File: config.mk
export PLATFORM = sky130hd
export DESIGN_NAME = qte_fifo
export DESIGN_NICKNAME = d
export VERILOG_FILES = /design/src/hw/rtl/qte_pkg.sv /design/src/hw/rtl/qte_fifo.sv
export SDC_FILE = /design/constraint.sdc
export NUM_CORES = 1
export LEC_CHECK = 0
export BUFFER_PORTS_ARGS = -buffer_cell sky130_fd_sc_hd__buf_2
export CAP_MARGIN = 20
export CORE_MARGIN = 8
export CORE_UTILIZATION = 57
export DETAILED_ROUTE_END_ITERATION = 12
export PLACE_DENSITY = 0.82
export RECOVER_POWER = 25
export SYNTH_ARGS = -nofsm -noshare
export SYNTH_HDL_FRONTEND = slang
export SYNTH_SLANG_ARGS = --single-unit
File: constraint.sdc
create_clock -name clk -period 8.2 [get_ports clk]
set_input_delay 0.41 -clock clk [delete_from_list [all_inputs] [get_ports clk]]
set_output_delay 0.41 -clock clk [all_outputs]
set_load 0.005 [all_outputs]
File: src/hw/rtl/qte_pkg.sv
// qte_pkg: shared widths, constants, item type and arctangent table
// for the quaternion to euler angle block; no dependencies
`default_nettype none

package qte_pkg;

  localparam int QUAT_W         = 16;
  localparam int QUAT_FRAC_BITS = 14;
  localparam int CORDIC_STAGES  = 16;

  // product and atan2 operand widths
  localparam int PW     = 2 * QUAT_W;
  localparam int ONE_SH = 2 * QUAT_FRAC_BITS;
  localparam int OPW    = (ONE_SH + 2 > 35) ? ONE_SH + 2 : 35;

  // normalized magnitude width and normalizer step counts
  localparam int RW       = 30;
  localparam int RS_STEPS = (OPW > RW) ? $clog2(OPW - RW + 1) : 0;
  localparam int LS_STEPS = 5;

  // integer square root of a value up to 2^60
  localparam int ROOT_W     = 61;
  localparam int ROOT_STEPS = 31;
  localparam int ROOT_OUT_W = 31;

  // cordic datapath
  localparam int CX_W          = RW + 3;
  localparam int Z_W           = 32;
  localparam int UNITS_PER_DEG = 6553600;
  localparam int ANG_W         = 16;
  localparam int ANG_FRAC      = 16;

  localparam logic signed [Z_W-1:0] ANG_LIM  = Z_W'(90 * UNITS_PER_DEG);
  localparam logic signed [Z_W-1:0] ANG_HALF = Z_W'(180 * UNITS_PER_DEG);
  localparam logic [Z_W-1:0]        ANG_RND  = Z_W'(32768);

  // angle unit pipeline depth: magnitude, normalize steps, cordic, rounding
  localparam int ANG_LAT = 1 + RS_STEPS + LS_STEPS + CORDIC_STAGES + 1;

  localparam int PITCH_W = 15;
  localparam logic signed [PITCH_W-1:0] PITCH_MAX = PITCH_W'(9000);
  localparam logic signed [ANG_W:0]     YAW_FULL  = 17'sd36000;

  localparam int QDEPTH = 4;
  localparam int QPTR_W = $clog2(QDEPTH);

  typedef logic signed [OPW-1:0] op_t;

  typedef struct packed {
    op_t  roll_y;
    op_t  roll_x;
    op_t  yaw_y;
    op_t  yaw_x;
    op_t  pitch_y;
    op_t  pitch_x;
    logic pitch_neg;
    logic pitch_clamped;
  } qte_item_t;

  // atan(2^-k) in hundredths of a degree times 2^16
  function automatic logic signed [Z_W-1:0] atan_tab(input int k);
    logic signed [Z_W-1:0] v;
    case (k)
      0:  v = 32'sd294912000;
      1:  v = 32'sd174096719;
      2:  v = 32'sd91987925;
      3:  v = 32'sd46694507;
      4:  v = 32'sd23437865;
      5:  v = 32'sd11730358;
      6:  v = 32'sd5866610;
      7:  v = 32'sd2933484;
      8:  v = 32'sd1466765;
      9:  v = 32'sd733385;
      10: v = 32'sd366693;
      11: v = 32'sd183346;
      12: v = 32'sd91673;
      13: v = 32'sd45837;
      14: v = 32'sd22918;
      15: v = 32'sd11459;
      16: v = 32'sd5730;
      17: v = 32'sd2865;
      18: v = 32'sd1432;
      19: v = 32'sd716;
      20: v = 32'sd358;
      21: v = 32'sd179;
      22: v = 32'sd90;
      23: v = 32'sd45;
      24: v = 32'sd22;
      25: v = 32'sd11;
      26: v = 32'sd6;
      27: v = 32'sd3;
      28: v = 32'sd1;
      29: v = 32'sd1;
      default: v = '0;
    endcase
    return v;
  endfunction

endpackage

`default_nettype wire

File: src/hw/rtl/qte_fifo.sv
// qte_fifo: short queue of operand items between front and back
// depends on qte_pkg
`default_nettype none

module qte_fifo import qte_pkg::*; (
  input  wire logic      clk,
  input  wire logic      rst_n,
  input  wire logic      push,
  input  wire qte_item_t wdata,
  output logic           full,
  input  wire logic      pop,
  output qte_item_t      rdata,
  output logic           empty
);

  qte_item_t         mem_r [QDEPTH];
  logic [QPTR_W-1:0] wr_r, rd_r;
  logic [QPTR_W:0]   cnt_r;
  logic              do_push, do_pop;

  assign full    = cnt_r == (QPTR_W+1)'(QDEPTH);
  assign empty   = cnt_r == '0;
  assign do_push = push && !full;
  assign do_pop  = pop && !empty;
  assign rdata   = mem_r[rd_r];

  always_ff @(posedge clk) begin
    if (do_push) begin
      mem_r[wr_r] <= wdata;
    end
  end

  always_ff @(posedge clk) begin
    if (!rst_n) begin
      wr_r  <= '0;
      rd_r  <= '0;
      cnt_r <= '0;
    end else begin
      if (do_push) begin
        wr_r <= wr_r + 1'b1;
      end
      if (do_pop) begin
        rd_r <= rd_r + 1'b1;
      end
      cnt_r <= cnt_r + (QPTR_W+1)'(do_push) - (QPTR_W+1)'(do_pop);
    end
  end

endmodule

`default_nettype wire

==> metrics.md, run 1 <==
| Metric | Value |
|---|---|
| Routability cong. | `0.7728` |
| HPWL Detailed | `38,570 um` |
| Static Leakage | `12.66 nW` |
| Top achievable clock speed | `0.2466 GHz` |
| Setup crit end kind | `output pin` |
| Critical path's slowest cell | `buf_4` |
| Post-CTS Setup Repair Bufs | `0` |
| Type of the worst min-delay path | `in2reg` |
| Clock Pin Slew Worst Setup and Hold Paths | `0.06 ns` |
| Hold Fails Final Rpt | `0` |
| IO Pins | `430` |
| Clk_lat worst skew | `0.62 ns` |
| TNS Setup | `0 ns` |
| Mapped Cells | `1,159` |
| DRC errors left | `0` |
| Die Height | `249.5 um` |
| Post-layout util | `0.7143` |
| Vias per cell | `5.897` |
| Worst-margin pin slew | `1.185 ns` |
| Vias in the first global route | `16,640` |
| Port Buffer Count | `429` |
| Critical path launch point type | `register` |
| H-tree depth | `3` |
| CP max stage delay | `0.76 ns` |
| Worst Path Buf+Inv | `3` |
| WL/cell | `29.00 um` |
| Max-Cap Viols | `0` |
| GRT Total Usage | `0.2384` |
| Number of DRC markers in iteration 0 | `1,456` |
| Core ar. | `53,920 um2` |
| Leading cell type in the layout, fill and taps excluded | `edfxtp_1` |
| Starting density of the core | `0.5765` |
| Initial antenna violation count | `11` |
| Post-synthesis net count | `1,382` |
| Post-Synth XOR/XNOR Area | `0.0005635` |
| RSZ-0062 raised after global routing | `no` |
| WS Path Type | `reg2out` |
| Crit path DAT | `3.64 ns` |
| Power density cells | `299.3 nW/um2` |
| Largest net degree at the start of global routing | `115` |
| CTS Sinks | `857` |
| Fillers | `3,001` |
| Post-DRT Antenna Nets | `0` |
| Total CTS buffers | `82` |
| Setup Skew | `0.02640 ns` |
| CTS tree | `built` |
| #FFs+latches synth | `857` |
| CP Max Fanout | `54` |
| Max VDD drop | `0.2543 mV` |
| Synthesized cell area | `31,080 um2` |
| First-pass GRT wire length | `110,000 um` |
| Outcome | `completed` |
| Total grt overflow | `0` |
| Simple logic cell fraction of the synthesized area | `0.003502` |
| # rows | `85` |
| Fin crit period | `4.055 ns` |
| CP most frequent cell | `buf_4` |
| Main combinational cell family by area after synthesis | `multiplexers` |
| Layout cells sized above 1 | `0.3419` |
| Final wirelength | `76,000 um` |
| Commonest cells after routing, fill and taps aside | `848 x edfxtp_1, 299 x buf_2, 212 x mux4_2, 203 x dlygate4sd3_1, 143 x clkbuf_1` |
| Final hold slack | `0.1099 ns` |
| Syn-to-layout area delta | `23.91%` |
| Pre-Repair DR Iteration Count | `5` |
| WP data required | `7.79 ns` |
| Area fraction in compound gates after synthesis | `0.0007246` |
| Post-synth cell types | `21` |
| Die width | `249.5 um` |
| Via count | `15,460` |
| Root Buffer | `clkbuf_16` |
| Period utilization | `0.4945` |
| Yosys warnings | `0` |
| Rel. slew slack | `0.2102` |
| NumNets Final | `2,062` |
| Clk buf depth | `3` |
| Mux contribution to synthesized area | `0.1542` |
| Die Area | `62,260 um2` |
| Cell family with most CP delay | `buffers and inverters` |
| Max Slew Vio Count | `0` |
| Syn_area_per_cell | `26.82 um2` |
| Seq/Total Area, Yosys | `0.8250` |
| Crit path cell chain | `buf_4 -> buf_4 -> mux4_2 -> buf_2` |
| Final setup fails | `0` |
| Adder-cell area share of the yosys netlist | `0.003059` |
==> final timing paths <==
check / start / end / slack [ns] / cells past startpoint
worst min-delay path: wdata[74] / mem_r[2][74] / 0.11 / 1
worst max register to register: cnt_r[2] / mem_r[1][159] / 5.16 / 4
worst max-delay path: register / rdata[205] / 4.15 / 4
worst min register to register: rd_r[0] / register / 0.51 / 2
==> where the power goes <==
group | switching [mW] | internal (mW)
registers | 0.173 | 5.32
clock network | 1.62 | 2.16
logic | 1.17 | 1.09
total | 2.96 | 8.57
==> metrics by stage <==
stage	power, mW	setup WS [ns]	instance area (um2)	std cells
after CTS	11.51	4.102	38630	2603
after global routing	11.91	4.036	38490	2611
after floorplan	6.900	1.941	31080	1159
final	11.53	4.145	38520	2621
after global placement	7.637	4.810	33910	2248
after detailed placement	7.698	4.795	33910	2248
==> state kept, by name, summed over array words and instances, names as in the netlist, named ones only <==
signal,cells
mem_r,848
rd_r,2
wr_r,2
cnt_r,3
==> synth_stat cells, drive strengths merged <==
| cell | number | share of area |
|---|---|---|
| inv | 6 | 0.00072 |
| buf | 44 | 0.011 |
| and2 | 7 | 0.0014 |
| nand2 | 6 | 0.00072 |
| or4bb | 1 | 0.00036 |
| nor3b | 1 | 0.00024 |
| xnor2 | 2 | 0.00056 |
| mux4 | 212 | 0.15 |
| o21ai | 3 | 0.00048 |
| a21boi | 1 | 0.00024 |
| clkbuf | 6 | 0.00072 |
| dfxtp | 9 | 0.0058 |
| fa | 1 | 0.00064 |
| mux2i | 2 | 0.00064 |
| ha | 6 | 0.0024 |
| nor3 | 1 | 0.00016 |
| edfxtp | 848 | 0.82 |
| nor2b | 2 | 0.00040 |
| or3 | 1 | 0.00020 |
==> repair_timing <==
action,4_1_cts,5_1_grt
endpoints found under the hold margin,803,0
resized for setup,0,0
hold buffers,203,0
==> cells by family after synthesis <==
group                    after synthesis
AND/OR/NAND/NOR                       19
buffers and inverters                 56
XOR/XNOR                               2
AO/OA/AOI/OAI                          4
multiplexers                         214
flip-flops                           857
adder cells (fa/ha/maj)                7
==> layout make-up <==
class | count | area (um2) | share of cell area
Inverter | 6 | 22.52 | 0.0005847
Antenna cell | 18 | 45.04 | 0.001169
Tap cell | 696 | 870.8 | 0.02261
Clock inverter | 54 | 518.0 | 0.01345
Sequential cell | 857 | 25650 | 0.6660
Multi-Input combinational cell | 246 | 5049 | 0.1311
Timing Repair Buffer | 646 | 4184 | 0.1086
Clock buffer | 98 | 2176 | 0.05649
==> layer usage <==
metal,up-vias,track usage,part of all wire
met2,860,0.4193,0.53
met5,-,0,0
met1,8047,0.2810,0.35
li1,6410,-,-
met3,138,0.06942,0.090
met4,0,0.07978,0.031
Note: power is estimated with default switching activity, not from simulation.
==> inputs of run 2 (changes only) <==
clock period = 3.86 ns   (was 8.2 ns; I/O delays follow)
==> run 2 against run 1 <==
Flip-flop and latch count stayed put. Largest power group unchanged. First-iteration DRC count is 5.1% higher. Sequential power is 110% higher. Utilization is 0.59 points higher. Clock power is 100% higher. Worst setup slack worse by 3.2 ns. Sequential share of layout area is 0.55 points lower. Final cell count is 0.99% higher. Non-clock buffer count is 43 higher. Critical path depth is 1 lower. Routed wire length is 0.94% higher. Die area stayed put.
==> metrics.md, run 2 (synthesis gave the netlist of run 1 again) <==
| Metric | Value |
|---|---|
| Outcome | `completed` |
| Max Slew Vio Count | `0` |
| Pre-Repair DR Iteration Count | `6` |
| Clk_lat worst skew | `0.62 ns` |
| Number of DRC markers in iteration 0 | `1,530` |
| Core ar. | `53,920 um2` |
| Die Height | `249.5 um` |
| Total grt overflow | `0` |
| Top achievable clock speed | `0.3420 GHz` |
| Post-layout util | `0.7202` |
| Syn-to-layout area delta | `24.94%` |
| Largest regs | `mem_r: 848 flops, cnt_r: 3 flops` |
| WL/cell | `28.98 um` |
| Power density cells | `626.9 nW/um2` |
| Placed Cells | `2,280` |
| Max reg flops | `848` |
| Die Area | `62,260 um2` |
| First-pass GRT wire length | `112,700 um` |
| HPWL Detailed | `42,160 um` |
| Cell family with most CP delay | `flip-flops` |
| Dpl ws | `1.277 ns` |
| Reg-to-reg critical path startpoint | `cnt_r[2]` |
| Hold buffer count at CTS | `214` |
| CTS Sinks | `857` |
| Hold Fails Final Rpt | `0` |
| CP Max Fanout | `33` |
| Type of the worst min-delay path | `in2reg` |
| Largest net degree at the start of global routing | `62` |
| Leading cell type in the layout, fill and taps excluded | `edfxtp_1` |
| Largest Register | `mem_r` |
| Rel. slew slack | `0.3722` |
| Setup crit end kind | `output pin` |
| H-tree depth | `3` |
| Die width | `249.5 um` |
| CP max stage delay | `0.82 ns` |
| Setup Skew | `0.01901 ns` |
| Commonest cells after routing, fill and taps aside | `848 x edfxtp_1, 303 x buf_2, 214 x dlygate4sd3_1, 212 x mux4_2, 141 x clkbuf_1` |
| Final setup fails | `0` |
| CTS tree | `built` |
| Hold_sp | `push` |
| Critical path's slowest cell | `dfxtp_4` |
| Via count | `15,650` |
| Fillers | `2,948` |
| Root Buffer | `clkbuf_16` |
| Layout cells sized above 1 | `0.3489` |
| Max-Cap Viols | `0` |
| Crit path cell chain | `buf_4 -> mux4_2 -> buf_2` |
| DRC errors left | `0` |
| Clk buf depth | `3` |
| Layout Cells excl Fill | `2,647` |
| Worst-margin pin slew | `0.9417 ns` |
| Worst Path Buf+Inv | `2` |
| NumNets Final | `2,106` |
| Period utilization | `0.7576` |
| Critical path launch point type | `register` |
| Final wirelength | `76,710 um` |
| WP data required | `3.67 ns` |
| GRT Total Usage | `0.2437` |
| Fin crit period | `2.924 ns` |
| Initial antenna violation count | `8` |
| Crit path DAT | `2.73 ns` |
| RSZ-0062 raised after global routing | `no` |
| IO Pins | `430` |
| Routability cong. | `0.7675` |
| Vias in the first global route | `17,210` |
| Gates resized, CTS repair | `0` |
| Post-DRT Antenna Nets | `0` |
| # rows | `85` |
| Clock Pin Slew Worst Setup and Hold Paths | `0.06 ns` |
| Post-CTS Setup Repair Bufs | `0` |
| Port Buffer Count | `429` |
| WS Path Type | `reg2out` |
| Worst setup margin | `0.9359 ns` |
| Starting density of the core | `0.5765` |
| Total CTS buffers | `83` |
| Max VDD drop | `0.5991 mV` |
| Vias per cell | `5.912` |
| Static Leakage | `12.85 nW` |
## run 2: cell types whose count changed in the layout (fill, tap and decap cells not counted), sizes merged
cell	before	now
clkinv	37	33
clkbuf	228	225
buf	313	349
inv	8	9
bufinv	8	5
diode	18	8
clkinvlp	7	5
dlygate4sd3	203	214
## run 2: path summary, 6_finish.rpt
path / end / slack, ns / cells past startpoint
hold / removal: wr_r[1] / 0.15 / 3
setup reg to reg: mem_r[2][177] / 1.26 / 4
setup / recovery: rdata[57] / 0.94 / 3
hold reg to reg: register / 0.51 / 2
## run 2: area by class of cell
type                       count  area (um2)  share of cell area
timing repair buffer         689        4690              0.1208
clock inverter                46       374.1            0.009633
inverter                       6       22.52           0.0005799
tap                          696       870.8             0.02242
sequential                   857       25650              0.6605
antenna                        8       20.02           0.0005155
multi-input combinational    246        5049              0.1300
clock buffer                  99        2158             0.05558
## run 2: where the power goes
part           total (mW)  switching (mW)  leakage (nW)  internal, mW
Clock                7.71            3.38          1.23          4.33
Combinational        4.97            2.53          3.78          2.44
Sequential           11.7           0.385          7.84          11.3
Total                24.3            6.29          12.9          18.1
## run 2: layer usage
layer	share of wire	track usage	wire length [um]
met5	0.00018	0	14
met4	0.029	0.08028	2217
met3	0.078	0.05539	5992
met2	0.54	0.4416	41340
met1	0.35	0.2868	27150
## run 2: stage by stage
step | cell area [um2] | total power, mW | setup TNS [ns] | hold WS [ns]
after global placement | 34300 | 16.38 | 0 | 0.4027
after global routing | 38830 | 25.13 | 0 | 0.1451
after CTS | 38970 | 24.36 | 0 | 0.1031
final | 38840 | 24.35 | 0 | 0.1521
after detailed placement | 34300 | 16.54 | 0 | 0.4075
after floorplan | 31090 | 14.54 | -19.25 | 0.2919
## run 2: worst reg2reg max path, delay by kind of cell, from the launching register on
| family | cells | cell delay [ns] |
|---|---|---|
| buf+inv | 1 | 0.42 |
| flops | 1 | 0.33 |
| simple gates | 3 | 1.53 |
==> inputs of run 3 (changes only) <==
ABC_AREA = 1   (was unset)
clock period = 3.05 ns   (was 3.86 ns; I/O delays follow)
==> run 3 against run 2 <==
Flip-flop and latch count unchanged. Final area grew 1.2%. Hold slack better by 0.16 ns. Die area is 1.8% higher. First-iteration DRC count grew 54%. Area after synthesis up 1.9%. Sequential power increased by 26%. Utilization is 0.52 points lower. Critical path depth increased by 2. Total power grew 30%. Count of clock-buffer cells in the layout rose by 6.
==> metrics.md, run 3 <==
| Metric | Value |
|---|---|
| Largest Register | `mem_r` |
| Clk buf depth | `3` |
| Worst-margin pin slew | `0.8900 ns` |
| Total grt overflow | `0` |
| Setup Skew | `0.01199 ns` |
| IO Pins | `430` |
| Syn-to-layout area delta | `24.07%` |
| Post-synth cell types | `18` |
| Post-synth EDFFs | `848` |
| Routed met3 length | `9201 um` |
| Worst setup margin | `0.08379 ns` |
| Total CTS buffers | `82` |
| Share of synthesized flip-flops with an asynchronous set or reset | `0` |
| Die width | `251.8 um` |
| Pre-Repair DR Iteration Count | `5` |
| Metal-1 WL | `29,190 um` |
| Commonest cells after routing, fill and taps aside | `848 x edfxtp_1, 431 x nor2_1, 329 x o21ai_0, 301 x buf_2, 215 x dlygate4sd3_1` |
| Top achievable clock speed | `0.3371 GHz` |
| CTS Sinks | `857` |
| Crit path DAT | `2.81 ns` |
| DRC errors left | `0` |
| Hold Fails Final Rpt | `0` |
| Final setup fails | `0` |
| Largest regs | `mem_r: 848 flops, cnt_r: 3 flops` |
| Pwr Total | `31.64 mW` |
| NumNets Final | `2,965` |
| #FFs+latches synth | `857` |
| H-tree depth | `3` |
| Final wirelength | `84,620 um` |
| Max VDD drop | `0.5899 mV` |
| Mapped Cells | `2,117` |
| Vias per cell | `5.966` |
| Post-layout util | `0.7150` |
| First-pass GRT wire length | `125,400 um` |
| Type of the worst min-delay path | `in2reg` |
| Yosys warnings | `0` |
| Synthesized cell area | `31,690 um2` |
| Synth top area cells | `edfxtp_1 80%, o21ai_0 5.2%, nor2_1 5.2%` |
| Seq/Total Area, Yosys | `0.8093` |
| Die Area | `63,400 um2` |
| Final hold slack | `0.3165 ns` |
| Port Buffer Count | `429` |
| WL/cell | `23.72 um` |
| Critical path launch point type | `register` |
| HPWL Detailed | `43,280 um` |
| Worst Reg-to-Reg Cells | `5` |
| Clock Pin Slew Worst Setup and Hold Paths | `0.06 ns` |
| Layout cells sized above 1 | `0.1662` |
| Fillers | `3,240` |
| Met2 wire length | `43,280 um` |
| Initial antenna violation count | `11` |
| CTS tree | `built` |
| Power density cells | `804.9 nW/um2` |
| Period utilization | `0.9725` |
| Most frequent cell after synthesis | `edfxtp_1` |
| Die Height | `251.8 um` |
| RSZ-0062 raised after global routing | `no` |
| Main flop type after synthesis | `edfxtp_1` |
| Vias in the first global route | `21,290` |
| Root Buffer | `clkbuf_16` |
| Placed Cells | `3,191` |
| Largest net degree at the start of global routing | `144` |
| Syn_area_per_cell | `14.97 um2` |
| Routability cong. | `0.7773` |
| Max Slew Vio Count | `0` |
| Core ar. | `54,990 um2` |
| Setup crit end kind | `output pin` |
| Max reg flops | `848` |
| Commonest cells post-synth | `848 x edfxtp_1, 436 x nor2_1, 329 x o21ai_0, 212 x o22ai_1, 95 x o21ai_1` |
| Dpl ws | `0.8154 ns` |
| Post-DRT Antenna Nets | `0` |
| WHS Path Cells | `2` |
| Starting density of the core | `0.5763` |
| WS Path Type | `reg2out` |
| CP Max Fanout | `133` |
| Fin crit period | `2.966 ns` |
| Via count | `21,290` |
| WP data required | `2.90 ns` |
| Static Leakage | `13.51 nW` |
| Clk_lat worst skew | `0.63 ns` |
| Rel. slew slack | `0.4052` |
| Yosys top cell by area | `edfxtp_1` |
| GRT Total Usage | `0.2555` |
| # rows | `86` |
| Share of the synthesized area in the top cell type | `0.8036` |
| Layout Cells excl Fill | `3,568` |
| Number of DRC markers in iteration 0 | `2,357` |
| Max-Cap Viols | `0` |
| Leading cell type in the layout, fill and taps excluded | `edfxtp_1` |
| Post-synthesis net count | `2,340` |
| Outcome | `completed` |
| Highest routed layer | `met5` |
-- run 3: changes by cell type after synthesis, sizes merged, moves of 4 or more --
cell	previous run	this run
o21ai	3	424
inv	6	19
o22ai	0	212
and2	7	0
nand3	0	4
nor2	0	436
a21oi	0	5
clkbuf	6	75
nand2	6	14
mux4	212	0
buf	44	64
-- run 3: cell families after synthesis --
kind of cell	share of synthesized area
buf+inv	0.02420
compound gates	0.1096
fa+ha+maj	0.003001
flops	0.8093
simple gates	0.05393
-- run 3: routing by layer --
| layer | global-route usage | vias up |
|---|---|---|
| met4 | 0.09969 | 4 |
| met5 | 0 | - |
| met1 | 0.3086 | 10400 |
| met2 | 0.4374 | 1384 |
| li1 | - | 9292 |
| met3 | 0.06915 | 205 |
-- run 3: final timing paths --
check | from | to | slack [ns]
min | wdata[162] | mem_r[1][162] | 0.32
max reg2reg | cnt_r[1] | mem_r[3][14] | 1.01
min reg2reg | rd_r[0] | rd_r[0] | 0.51
max | register | rdata[34] | 0.08
-- run 3: cell type report --
type                       count  area (um2)  area share
tap                          748       935.9     0.02380
timing repair buffer         680        4696      0.1194
inverter                      19       88.84    0.002259
clock buffer                 105        2160     0.05493
sequential                   857       25650      0.6525
antenna                       16       40.04    0.001018
multi-input combinational   1102        5320      0.1353
clock inverter                41       421.7     0.01072
-- run 3: where the power goes --
| group | switching, mW | internal (mW) |
|---|---|---|
| Combinational | 4.69 | 2.33 |
| Sequential | 0.336 | 14.3 |
| Clock | 4.32 | 5.62 |
| Total | 9.35 | 22.3 |
-- run 3: repair_timing --
action / 4_1_cts / 5_1_grt
hold buffers: 215 / 0
endpoints found under the hold margin: 857 / 0
setup buffers: 0 / 0
gates resized for setup: 0 / 2
endpoints found under the setup margin: 0 / 4
-- run 3: worst max-delay path, stage by stage, from the launching register on --
cell	delay, ns
dfxtp_4	0.39
buf_12	0.43
buf_16	0.43
o21ai_0	0.23
o22ai_1	0.30
buf_2	0.17
-- run 3: per-stage QoR --
step / setup TNS, ns / cell area [um2]
global placement: 0 / 34690
CTS: 0 / 39430
detailed placement: 0 / 34690
finish: 0 / 39320
floorplan: -942.54 / 31730
global route: 0 / 39300
